### src/rtl/core/assert_macros.svh
// ----------------------------------------------------------------------------
// Assertion macros
// Shared concurrent assertion wrappers for the neighbor table RTL.
// ----------------------------------------------------------------------------
`ifndef ASSERT_MACROS_SVH
`define ASSERT_MACROS_SVH

// Checked on every clock edge outside reset.
`define NTA_ASSERT(name, clk, rst_n, prop, msg) \
    name: assert property (@(posedge clk) disable iff (!rst_n) prop) else $error(msg);

// Checked on every clock edge, reset included.
`define NTA_ASSERT_ALWAYS(name, clk, prop, msg) \
    name: assert property (@(posedge clk) prop) else $error(msg);

`endif

### src/rtl/core/nta_pkg.sv
// ----------------------------------------------------------------------------
// Neighbor table package
// Field widths, codes and the stored entry layout of the neighbor table.
// ----------------------------------------------------------------------------
package nta_pkg;

    localparam int ENTRIES_DEF   = 16;
    localparam int MODE_W        = 2;
    localparam int IP_W          = 64;
    localparam int MAC_W         = 48;
    localparam int TIME_W        = 32;
    localparam int AGE_W         = 16;
    localparam int STATUS_W      = 3;
    localparam int INDEX_W       = 4;
    localparam int USE_W         = 5;

    localparam logic [AGE_W-1:0] MAX_AGE_RESET = 16'd120;

    localparam logic [MODE_W-1:0] MODE_FIND_MAC = 2'd0;
    localparam logic [MODE_W-1:0] MODE_LEARN    = 2'd1;
    localparam logic [MODE_W-1:0] MODE_SWEEP    = 2'd2;

    localparam logic [STATUS_W-1:0] ST_HIT   = 3'd0;
    localparam logic [STATUS_W-1:0] ST_LEARN = 3'd1;
    localparam logic [STATUS_W-1:0] ST_MISS  = 3'd2;
    localparam logic [STATUS_W-1:0] ST_FULL  = 3'd3;
    localparam logic [STATUS_W-1:0] ST_SWEEP = 3'd4;

    typedef struct packed {
        logic [TIME_W-1:0] stamp;
        logic [IP_W-1:0]   ip_hi;
        logic [IP_W-1:0]   ip_lo;
        logic [MAC_W-1:0]  mac;
    } entry_t;

    typedef enum logic [2:0] {
        S_IDLE = 3'b001,
        S_SCAN = 3'b010,
        S_DONE = 3'b100
    } state_t;

endpackage

### src/rtl/core/nta_if.sv
// ----------------------------------------------------------------------------
// Neighbor table channels
// Request, response and configuration channels with valid/ready handshake.
// ----------------------------------------------------------------------------
interface nta_req_if import nta_pkg::*; ();
    logic              valid;
    logic              ready;
    logic [MODE_W-1:0] mode;
    logic [IP_W-1:0]   ip_hi;
    logic [IP_W-1:0]   ip_lo;
    logic [MAC_W-1:0]  mac_addr;
    logic [TIME_W-1:0] now_seconds;

    modport source (output valid, mode, ip_hi, ip_lo, mac_addr, now_seconds, input ready);
    modport sink (input valid, mode, ip_hi, ip_lo, mac_addr, now_seconds, output ready);
endinterface

interface nta_rsp_if import nta_pkg::*; ();
    logic                valid;
    logic                ready;
    logic [STATUS_W-1:0] status;
    logic [INDEX_W-1:0]  entry_index;
    logic [MAC_W-1:0]    mac_out;
    logic [IP_W-1:0]     ip_hi_out;
    logic [IP_W-1:0]     ip_lo_out;
    logic [USE_W-1:0]    entries_in_use;

    modport source (output valid, status, entry_index, mac_out, ip_hi_out, ip_lo_out,
                    entries_in_use, input ready);
    modport sink (input valid, status, entry_index, mac_out, ip_hi_out, ip_lo_out,
                  entries_in_use, output ready);
endinterface

interface nta_cfg_if import nta_pkg::*; ();
    logic             valid;
    logic             ready;
    logic [AGE_W-1:0] max_age;

    modport source (output valid, max_age, input ready);
    modport sink (input valid, max_age, output ready);
endinterface

### src/rtl/core/nta_ram.sv
// ----------------------------------------------------------------------------
// Generic RAM
// Single write port, single read port, registered read data.
// ----------------------------------------------------------------------------
module nta_ram #(
    parameter int WIDTH = 8,
    parameter int DEPTH = 16
) (
    input  logic                                  clk,
    input  logic                                  we,
    input  logic [(DEPTH > 1 ? $clog2(DEPTH) : 1)-1:0] waddr,
    input  logic [WIDTH-1:0]                      wdata,
    input  logic [(DEPTH > 1 ? $clog2(DEPTH) : 1)-1:0] raddr,
    output logic [WIDTH-1:0]                      rdata
);

    logic [WIDTH-1:0] mem [DEPTH];
    logic [WIDTH-1:0] rdata_reg;

    always_ff @(posedge clk)
    begin
        if (we)
        begin
            mem[waddr] <= wdata;
        end
        rdata_reg <= mem[raddr];
    end

    assign rdata = rdata_reg;

endmodule

### src/rtl/core/neighbor_table_with_aging.sv
// ----------------------------------------------------------------------------
// Neighbor table with aging
// Ordered IPv6 to MAC table in one RAM, walked entry by entry for lookups,
// learning and compaction of aged entries.
// ----------------------------------------------------------------------------
//  Channel  Direction  Transaction
//  cfg      in         write of max_age
//  req      in         mode, ip_hi, ip_lo, mac_addr, now_seconds
//  rsp      out        status, entry_index, mac_out, ip_hi_out, ip_lo_out,
//                      entries_in_use
//
// A new request is accepted only in the idle state, after the previous one
// has passed the done state; a hit ends the walk at the matching entry.
// The walk reads one entry per cycle and checks it on the registered RAM read
// data; an end check, the done state and the idle state then follow.
// Reset empties the table and sets max_age to 120.
// A stalled response holds the finished result while the next request is
// walked; that request finishes only once the response register is free.
// ----------------------------------------------------------------------------
module neighbor_table_with_aging
    import nta_pkg::*;
#(
    parameter int ENTRIES = ENTRIES_DEF
) (
    input  logic      clk,
    input  logic      rst_n,
    nta_cfg_if.sink   cfg,
    nta_req_if.sink   req,
    nta_rsp_if.source rsp
);

    localparam int IDX_W = (ENTRIES > 1) ? $clog2(ENTRIES) : 1;
    localparam int CNT_W = $clog2(ENTRIES + 1);
    localparam logic [CNT_W-1:0] FULL_COUNT = CNT_W'(ENTRIES);

    state_t            state_reg, state_next;
    logic [CNT_W-1:0]  count_reg, count_next;
    logic [CNT_W-1:0]  rd_ptr_reg, rd_ptr_next;
    logic [CNT_W-1:0]  chk_idx_reg, chk_idx_next;
    logic [CNT_W-1:0]  wr_ptr_reg, wr_ptr_next;
    logic              chk_vld_reg, chk_vld_next;
    logic              rsp_vld_reg, rsp_vld_next;
    logic [AGE_W-1:0]  max_age_reg, max_age_next;

    logic [MODE_W-1:0] mode_reg, mode_next;
    entry_t            item_reg, item_next;

    logic [STATUS_W-1:0] res_status_reg, res_status_next;
    logic [INDEX_W-1:0]  res_index_reg, res_index_next;
    logic [MAC_W-1:0]    res_mac_reg, res_mac_next;
    logic [IP_W-1:0]     res_ip_hi_reg, res_ip_hi_next;
    logic [IP_W-1:0]     res_ip_lo_reg, res_ip_lo_next;

    logic [STATUS_W-1:0] rsp_status_reg, rsp_status_next;
    logic [INDEX_W-1:0]  rsp_index_reg, rsp_index_next;
    logic [MAC_W-1:0]    rsp_mac_reg, rsp_mac_next;
    logic [IP_W-1:0]     rsp_ip_hi_reg, rsp_ip_hi_next;
    logic [IP_W-1:0]     rsp_ip_lo_reg, rsp_ip_lo_next;
    logic [USE_W-1:0]    rsp_use_reg, rsp_use_next;

    logic                ram_we;
    logic [IDX_W-1:0]    ram_waddr;
    entry_t              ram_wdata;
    logic [IDX_W-1:0]    ram_raddr;
    logic [$bits(entry_t)-1:0] ram_rdata;
    entry_t              rd_entry;
    entry_t              hit_entry;
    logic                survive;

    nta_ram #(
        .WIDTH ($bits(entry_t)),
        .DEPTH (ENTRIES)
    ) u_table (
        .clk   (clk),
        .we    (ram_we),
        .waddr (ram_waddr),
        .wdata (ram_wdata),
        .raddr (ram_raddr),
        .rdata (ram_rdata)
    );

    assign rd_entry  = entry_t'(ram_rdata);
    assign ram_raddr = rd_ptr_reg[IDX_W-1:0];
    assign survive   = ({1'b0, rd_entry.stamp} + {{(TIME_W - AGE_W + 1){1'b0}}, max_age_reg})
                       >= {1'b0, item_reg.stamp};

    always_comb
    begin
        hit_entry       = rd_entry;
        hit_entry.stamp = item_reg.stamp;
    end

    always_comb
    begin
        state_next      = state_reg;
        count_next      = count_reg;
        rd_ptr_next     = rd_ptr_reg;
        chk_idx_next    = chk_idx_reg;
        wr_ptr_next     = wr_ptr_reg;
        chk_vld_next    = chk_vld_reg;
        rsp_vld_next    = rsp_vld_reg;
        max_age_next    = max_age_reg;
        mode_next       = mode_reg;
        item_next       = item_reg;
        res_status_next = res_status_reg;
        res_index_next  = res_index_reg;
        res_mac_next    = res_mac_reg;
        res_ip_hi_next  = res_ip_hi_reg;
        res_ip_lo_next  = res_ip_lo_reg;
        rsp_status_next = rsp_status_reg;
        rsp_index_next  = rsp_index_reg;
        rsp_mac_next    = rsp_mac_reg;
        rsp_ip_hi_next  = rsp_ip_hi_reg;
        rsp_ip_lo_next  = rsp_ip_lo_reg;
        rsp_use_next    = rsp_use_reg;
        ram_we          = 1'b0;
        ram_waddr       = chk_idx_reg[IDX_W-1:0];
        ram_wdata       = rd_entry;

        if (cfg.valid)
        begin
            max_age_next = cfg.max_age;
        end

        if (rsp.ready)
        begin
            rsp_vld_next = 1'b0;
        end

        unique case (state_reg)
            S_IDLE:
            begin
                if (req.valid)
                begin
                    mode_next      = req.mode;
                    item_next      = '{stamp: req.now_seconds, ip_hi: req.ip_hi,
                                       ip_lo: req.ip_lo, mac: req.mac_addr};
                    rd_ptr_next    = '0;
                    wr_ptr_next    = '0;
                    chk_vld_next   = 1'b0;
                    res_status_next = ST_MISS;
                    res_index_next = '0;
                    res_mac_next   = '0;
                    res_ip_hi_next = '0;
                    res_ip_lo_next = '0;
                    state_next     = S_SCAN;
                end
            end
            S_SCAN:
            begin
                if (rd_ptr_reg < count_reg)
                begin
                    rd_ptr_next  = rd_ptr_reg + 1'b1;
                    chk_idx_next = rd_ptr_reg;
                    chk_vld_next = 1'b1;
                end
                else
                begin
                    chk_vld_next = 1'b0;
                end

                if (chk_vld_reg)
                begin
                    priority if (mode_reg == MODE_FIND_MAC &&
                                 rd_entry.ip_hi == item_reg.ip_hi &&
                                 rd_entry.ip_lo == item_reg.ip_lo)
                    begin
                        ram_we          = 1'b1;
                        ram_waddr       = chk_idx_reg[IDX_W-1:0];
                        ram_wdata       = hit_entry;
                        res_status_next = ST_HIT;
                        res_index_next  = INDEX_W'(chk_idx_reg);
                        res_mac_next    = rd_entry.mac;
                        state_next      = S_DONE;
                    end
                    else if (mode_reg == MODE_LEARN && rd_entry.mac == item_reg.mac)
                    begin
                        ram_we          = 1'b1;
                        ram_waddr       = chk_idx_reg[IDX_W-1:0];
                        ram_wdata       = hit_entry;
                        res_status_next = ST_HIT;
                        res_index_next  = INDEX_W'(chk_idx_reg);
                        res_ip_hi_next  = rd_entry.ip_hi;
                        res_ip_lo_next  = rd_entry.ip_lo;
                        state_next      = S_DONE;
                    end
                    else if (mode_reg == MODE_SWEEP && survive)
                    begin
                        ram_we      = 1'b1;
                        ram_waddr   = wr_ptr_reg[IDX_W-1:0];
                        ram_wdata   = rd_entry;
                        wr_ptr_next = wr_ptr_reg + 1'b1;
                    end
                    else
                    begin
                        ram_we = 1'b0;
                    end
                end
                else if (rd_ptr_reg >= count_reg)
                begin
                    state_next = S_DONE;
                    if (mode_reg == MODE_LEARN)
                    begin
                        if (count_reg < FULL_COUNT)
                        begin
                            ram_we          = 1'b1;
                            ram_waddr       = count_reg[IDX_W-1:0];
                            ram_wdata       = item_reg;
                            count_next      = count_reg + 1'b1;
                            res_status_next = ST_LEARN;
                            res_index_next  = INDEX_W'(count_reg);
                            res_ip_hi_next  = item_reg.ip_hi;
                            res_ip_lo_next  = item_reg.ip_lo;
                        end
                        else
                        begin
                            res_status_next = ST_FULL;
                        end
                    end
                    else if (mode_reg == MODE_SWEEP)
                    begin
                        count_next      = wr_ptr_reg;
                        res_status_next = ST_SWEEP;
                    end
                    else
                    begin
                        res_status_next = ST_MISS;
                    end
                end
            end
            S_DONE:
            begin
                if (!rsp_vld_reg || rsp.ready)
                begin
                    rsp_vld_next    = 1'b1;
                    rsp_status_next = res_status_reg;
                    rsp_index_next  = res_index_reg;
                    rsp_mac_next    = res_mac_reg;
                    rsp_ip_hi_next  = res_ip_hi_reg;
                    rsp_ip_lo_next  = res_ip_lo_reg;
                    rsp_use_next    = USE_W'(count_reg);
                    state_next      = S_IDLE;
                end
            end
            default:
            begin
                state_next = S_IDLE;
            end
        endcase
    end

    always_ff @(posedge clk or negedge rst_n)
    begin
        if (!rst_n)
        begin
            state_reg   <= S_IDLE;
            count_reg   <= '0;
            rd_ptr_reg  <= '0;
            chk_idx_reg <= '0;
            wr_ptr_reg  <= '0;
            chk_vld_reg <= 1'b0;
            rsp_vld_reg <= 1'b0;
            max_age_reg <= MAX_AGE_RESET;
        end
        else
        begin
            state_reg   <= state_next;
            count_reg   <= count_next;
            rd_ptr_reg  <= rd_ptr_next;
            chk_idx_reg <= chk_idx_next;
            wr_ptr_reg  <= wr_ptr_next;
            chk_vld_reg <= chk_vld_next;
            rsp_vld_reg <= rsp_vld_next;
            max_age_reg <= max_age_next;
        end
    end

    always_ff @(posedge clk)
    begin
        mode_reg       <= mode_next;
        item_reg       <= item_next;
        res_status_reg <= res_status_next;
        res_index_reg  <= res_index_next;
        res_mac_reg    <= res_mac_next;
        res_ip_hi_reg  <= res_ip_hi_next;
        res_ip_lo_reg  <= res_ip_lo_next;
        rsp_status_reg <= rsp_status_next;
        rsp_index_reg  <= rsp_index_next;
        rsp_mac_reg    <= rsp_mac_next;
        rsp_ip_hi_reg  <= rsp_ip_hi_next;
        rsp_ip_lo_reg  <= rsp_ip_lo_next;
        rsp_use_reg    <= rsp_use_next;
    end

    assign cfg.ready          = 1'b1;
    assign req.ready          = (state_reg == S_IDLE);
    assign rsp.valid          = rsp_vld_reg;
    assign rsp.status         = rsp_status_reg;
    assign rsp.entry_index    = rsp_index_reg;
    assign rsp.mac_out        = rsp_mac_reg;
    assign rsp.ip_hi_out      = rsp_ip_hi_reg;
    assign rsp.ip_lo_out      = rsp_ip_lo_reg;
    assign rsp.entries_in_use = rsp_use_reg;

`include "assert_macros.svh"

    `NTA_ASSERT_ALWAYS(a_count_bound, clk, count_reg <= FULL_COUNT, "entry count above table size")
    `NTA_ASSERT(a_rd_ptr_bound, clk, rst_n, (state_reg == S_SCAN) |-> (rd_ptr_reg <= count_reg), "read pointer ran past the valid entries")
    `NTA_ASSERT(a_compact_order, clk, rst_n, (state_reg == S_SCAN && chk_vld_reg) |-> (wr_ptr_reg <= chk_idx_reg), "compaction write overtook the read")
    `NTA_ASSERT(a_rsp_from_done, clk, rst_n, $rose(rsp_vld_reg) |-> $past(state_reg == S_DONE), "response raised outside the done state")

endmodule
### src/flat_wrapper.sv
// flat-port wrapper written by rule: the top's interface ports become plain ports
module neighbor_table_with_aging_flat import nta_pkg::*;
#(
    parameter int ENTRIES = ENTRIES_DEF
)
  (clk, rst_n, cfg_valid, cfg_max_age, cfg_ready, req_valid, req_mode, req_ip_hi, req_ip_lo, req_mac_addr, req_now_seconds, req_ready, rsp_valid, rsp_status, rsp_entry_index, rsp_mac_out, rsp_ip_hi_out, rsp_ip_lo_out, rsp_entries_in_use, rsp_ready);
  nta_cfg_if cfg_i ();
  nta_req_if req_i ();
  nta_rsp_if rsp_i ();
  input  logic clk;
  input  logic rst_n;
  input wire logic [$bits(cfg_i.valid)-1:0] cfg_valid;
  input wire logic [$bits(cfg_i.max_age)-1:0] cfg_max_age;
  output wire logic [$bits(cfg_i.ready)-1:0] cfg_ready;
  input wire logic [$bits(req_i.valid)-1:0] req_valid;
  input wire logic [$bits(req_i.mode)-1:0] req_mode;
  input wire logic [$bits(req_i.ip_hi)-1:0] req_ip_hi;
  input wire logic [$bits(req_i.ip_lo)-1:0] req_ip_lo;
  input wire logic [$bits(req_i.mac_addr)-1:0] req_mac_addr;
  input wire logic [$bits(req_i.now_seconds)-1:0] req_now_seconds;
  output wire logic [$bits(req_i.ready)-1:0] req_ready;
  output wire logic [$bits(rsp_i.valid)-1:0] rsp_valid;
  output wire logic [$bits(rsp_i.status)-1:0] rsp_status;
  output wire logic [$bits(rsp_i.entry_index)-1:0] rsp_entry_index;
  output wire logic [$bits(rsp_i.mac_out)-1:0] rsp_mac_out;
  output wire logic [$bits(rsp_i.ip_hi_out)-1:0] rsp_ip_hi_out;
  output wire logic [$bits(rsp_i.ip_lo_out)-1:0] rsp_ip_lo_out;
  output wire logic [$bits(rsp_i.entries_in_use)-1:0] rsp_entries_in_use;
  input wire logic [$bits(rsp_i.ready)-1:0] rsp_ready;
  assign cfg_i.valid = cfg_valid;
  assign cfg_i.max_age = cfg_max_age;
  assign cfg_ready = cfg_i.ready;
  assign req_i.valid = req_valid;
  assign req_i.mode = req_mode;
  assign req_i.ip_hi = req_ip_hi;
  assign req_i.ip_lo = req_ip_lo;
  assign req_i.mac_addr = req_mac_addr;
  assign req_i.now_seconds = req_now_seconds;
  assign req_ready = req_i.ready;
  assign rsp_valid = rsp_i.valid;
  assign rsp_status = rsp_i.status;
  assign rsp_entry_index = rsp_i.entry_index;
  assign rsp_mac_out = rsp_i.mac_out;
  assign rsp_ip_hi_out = rsp_i.ip_hi_out;
  assign rsp_ip_lo_out = rsp_i.ip_lo_out;
  assign rsp_entries_in_use = rsp_i.entries_in_use;
  assign rsp_i.ready = rsp_ready;
  neighbor_table_with_aging #(.ENTRIES(ENTRIES)) u_core (.clk(clk), .rst_n(rst_n), .cfg(cfg_i), .req(req_i), .rsp(rsp_i));
endmodule
### config.mk
export PLATFORM = sky130hd
export DESIGN_NAME = neighbor_table_with_aging_flat
export DESIGN_NICKNAME = d
export VERILOG_FILES = /design/src/rtl/core/nta_pkg.sv /design/src/rtl/core/nta_if.sv /design/src/rtl/core/nta_ram.sv /design/src/rtl/core/neighbor_table_with_aging.sv /design/src/flat_wrapper.sv
export VERILOG_INCLUDE_DIRS = /design/src /design/src/rtl/core
export SDC_FILE = /design/constraint.sdc
export NUM_CORES = 2
export LEC_CHECK = 0
export ABC_AREA = 1
export BUFFER_PORTS_ARGS = -buffer_cell sky130_fd_sc_hd__buf_2
export CORE_ASPECT_RATIO = 1.75
export CORE_UTILIZATION = 56
export CTS_BUF_LIST = sky130_fd_sc_hd__clkbuf_4 sky130_fd_sc_hd__clkbuf_8 sky130_fd_sc_hd__clkbuf_16
export DETAILED_ROUTE_END_ITERATION = 12
export PLACE_DENSITY = 0.76
export SYNTH_ARGS = -nofsm -noshare
export SYNTH_HDL_FRONTEND = slang
export SYNTH_SLANG_ARGS = --single-unit
### constraint.sdc
create_clock -name clk -period 11.8 [get_ports clk]
set_input_delay 0.59 -clock clk [delete_from_list [all_inputs] [get_ports clk]]
set_output_delay 0.59 -clock clk [all_outputs]
set_load 0.05 [all_outputs]
==> flow_summary.json <==
{
  "antenna_found_initial": 23,
  "netlist_area_um2": 161000,
  "timing.hold.ws_ns": 0.196,
  "reg2regPathDepth": 29,
  "r2r-start": "u_core.u_table.rdata[176]",
  "portBuffers": 420,
  "cts.sinks": 4157,
  "path_clk_slew_ns": 0.07,
  "core_area_um2": 285000,
  "max_freq_mhz": 143,
  "dp_worst_setup_slack_ns": 4.82,
  "end_kind": "flop",
  "internal_power_mw": 27.2,
  "worst_slew_pin_slew_ns": 1.41,
  "grt_start_max_net_pins": 203,
  "largest_register_ffs": 3328,
  "die_h_um": 711,
  "die-area_um2": 289000,
  "maxCapViolCount": 0,
  "overflow": 0,
  "synth-edff-count": 3909,
  "seqPwrFrac_pct": 51.9,
  "pin_count": 422,
  "rows": 259,
  "fin_crit_ns": 6.98,
  "reg2reg_slack_ns": 4.82,
  "synth_cells": 11400,
  "crit_arrival_ns": 7.50,
  "slew_headroom_pct": 5.50,
  "placed_cells": 15200,
  "r2r-end": "u_core.u_table.mem[6][0]",
  "clockRootBuffer": "clkbuf_16",
  "p_clk_share_pct": 32.7,
  "crit_top_cell": "nand2_1",
  "worstPathRequired_ns": 12.32,
  "grt_usage_pct": 28.2,
  "yosysMostFrequentCell": "edfxtp_1",
  "drc": 0,
  "ys_top_cells_by_area": "edfxtp_1 (73%), nor2_1 (4.6%), o21ai_0 (3.4%)",
  "cp_slowest_cell": "buf_4",
  "layout-drive-gt1-share_pct": 11.8,
  "drv_slew": 0,
  "rsz0062_at_grt": "false",
  "gp_congestion": 0.886,
  "syn_area_per_cell_um2": 14.1,
  "synth_cell_types": 64,
  "peakVddDrop_v": 0.000156,
  "min_path_type": "input port to flop",
  "fin_skew_ns": 0.0801,
  "synth_ff_type": "edfxtp_1",
  "status": "complete, no violations",
  "fin_crit_sh_pct": 59.2,
  "firstDrtPassIters": 12,
  "yosys.area.top_type_share_pct": 73.1,
  "setup_ws_ns": 4.82,
  "clk_latency_ns": 0.95,
  "grt_pass1_wl_mm": 608,
  "cp-endpoint": "u_core.u_table.mem[6][0]",
  "die_x_um": 407,
  "finalHoldViolCount": 0,
  "cts_max_level": 5,
  "instances_no_fill": 16100,
  "ys_ff_latch": 4157,
  "yosysWarnings": 0,
  "crit_path_start": "u_core.u_table.rdata[176]",
  "start_kind": "flop",
  "multi_input_comb_area_um2": 33700,
  "drtIter0Drc": 14400,
  "synth_common_cells": "edfxtp_1 (3909), nor2_1 (1955), o21ai_0 (1106)",
  "leakage_nw": 60.8,
  "synth_seq_area_share_pct": 76.3,
  "finalSetupViolCount": 0,
  "cts-buffers-inserted": 361,
  "combPwrFrac_pct": 15.4,
  "max-clock-path-buffers": 4,
  "wl_mm": 416,
  "fillers": 19500,
  "p_sw_mw": 10.4,
  "area_growth_pct": 13.1,
  "wl_per_cell_um": 25.9,
  "critical_path_class": "flop to flop",
  "cp_slowest_stage_delay_ns": 0.98,
  "vias": 101000,
  "viasPerCell": 6.25,
  "finalNetCount": 12300,
  "p_sw_share_pct": 27.7,
  "initial_core_util_pct": 56.4,
  "yosysTopAreaCell": "edfxtp_1",
  "tritoncts": "built",
  "syn_nets": 11700,
  "dp_hpwl_mm": 223,
  "powerDensity_nw_per_um2": 207,
  "drtAntennaViolNets": 0,
  "synth-async-reset-ratio_pct": 0.962,
  "worstPathMaxFanout": 117,
  "tns_ns": 0,
  "seq_area_um2": 123000,
  "grt_pass1_vias": 98700
}
-- power by group through the flow --
stage | clock [mW] | sequential [mW] | combinational (mW)
after floorplan | 0 | 19.8 | 3.24
after global placement | 0 | 19.8 | 5.44
after detailed placement | 0 | 19.8 | 5.63
after CTS | 12.4 | 19.5 | 5.72
after global routing | 12.9 | 19.6 | 6.26
final | 12.3 | 19.5 | 5.79
-- timing repair --
action | in CTS | in global routing
hold buffers | 229 | 0
setup buffers | 0 | 0
hold endpoints to repair | 264 | 0
endpoints found under the setup margin | 0 | 0
gates resized for setup | 0 | 0
-- stage by stage --
| stage | util [%] | power (mW) | instance area [um^2] |
|---|---|---|---|
| finish | 63.8 | 37.6 | 182000 |
| detailed placement | 58.7 | 25.4 | 167000 |
| CTS | 63.8 | 37.6 | 182000 |
| global placement | 58.7 | 25.2 | 167000 |
| floorplan | - | 23.1 | 161000 |
| global route | 63.8 | 38.8 | 182000 |
-- cell families after synthesis --
| kind of cell | count (synthesis) | synth area share, % |
|---|---|---|
| and+or+nand+nor | 3335 | 8.28 |
| AOI/OAI and AO/OA | 2226 | 9.19 |
| xor gates and xnor gates | 104 | 0.567 |
| buffers and inverters | 1157 | 2.88 |
| adders and majority gates | 57 | 0.449 |
| other | 1 | 0.00233 |
| muxes | 374 | 2.35 |
| DFF | 4157 | 76.3 |
-- per-layer routing --
layer	vias to the layer above	wire, um	global-route usage [%]
met2	6049	198000	45.6
met3	907	43200	4.96
li1	43700	-	-
met1	49900	159000	38.2
met5	-	35	0
met4	6	15500	10.6
-- critical path: cells and delay by family, from the launching register on --
| family | cells | cell delay (ns) |
|---|---|---|
| flops | 1 | 0.35 |
| xor+xnor | 1 | 0.19 |
| fa+ha+maj | 3 | 0.87 |
| compound gates | 4 | 0.77 |
| simple gates | 16 | 2.35 |
| buf+inv | 5 | 1.96 |
-- area by class of cell --
cell class,instances,area share (%)
diodes,13,0.0179
clock buffers,460,5.54
clock inverters,206,1.25
inverters,445,0.940
multi-input cells,6097,18.5
flip-flops and latches,4157,67.4
well taps,3784,2.60
repair buffers,917,3.71
-- worst min path at each step --
stage	end	slack, ns	depth (start not counted)	from
global placement	u_core.rsp.ip_hi_out[36]	0.40	0	u_core.res_ip_hi_reg[36]
CTS	u_core.max_age_reg[1]	0.15	3	cfg_valid
detailed placement	u_core.rsp.ip_hi_out[36]	0.40	0	u_core.res_ip_hi_reg[36]
floorplan	u_core.chk_idx_reg[0]	0.29	0	rst_n
finish	u_core.max_age_reg[1]	0.20	3	cfg_valid
global route	u_core.max_age_reg[1]	0.22	3	cfg_valid
-- placed cells by master (no fill, tap or decap), types with 82 or more instances in the layout --
| cell type | instances |
|---|---|
| nand3_1 | 373 |
| inv_1 | 427 |
| o22ai_1 | 90 |
| mux2i_1 | 343 |
| buf_4 | 239 |
| xor2_1 | 82 |
| buf_2 | 421 |
| clkbuf_16 | 366 |
| o221ai_1 | 345 |
| o21ai_0 | 1076 |
| dlygate4sd3_1 | 229 |
| nand2_1 | 905 |
| o32ai_1 | 489 |
| nor2_1 | 1936 |
| dfxtp_1 | 208 |
| edfxtp_1 | 3909 |
(Power assumes the default switching activity.)
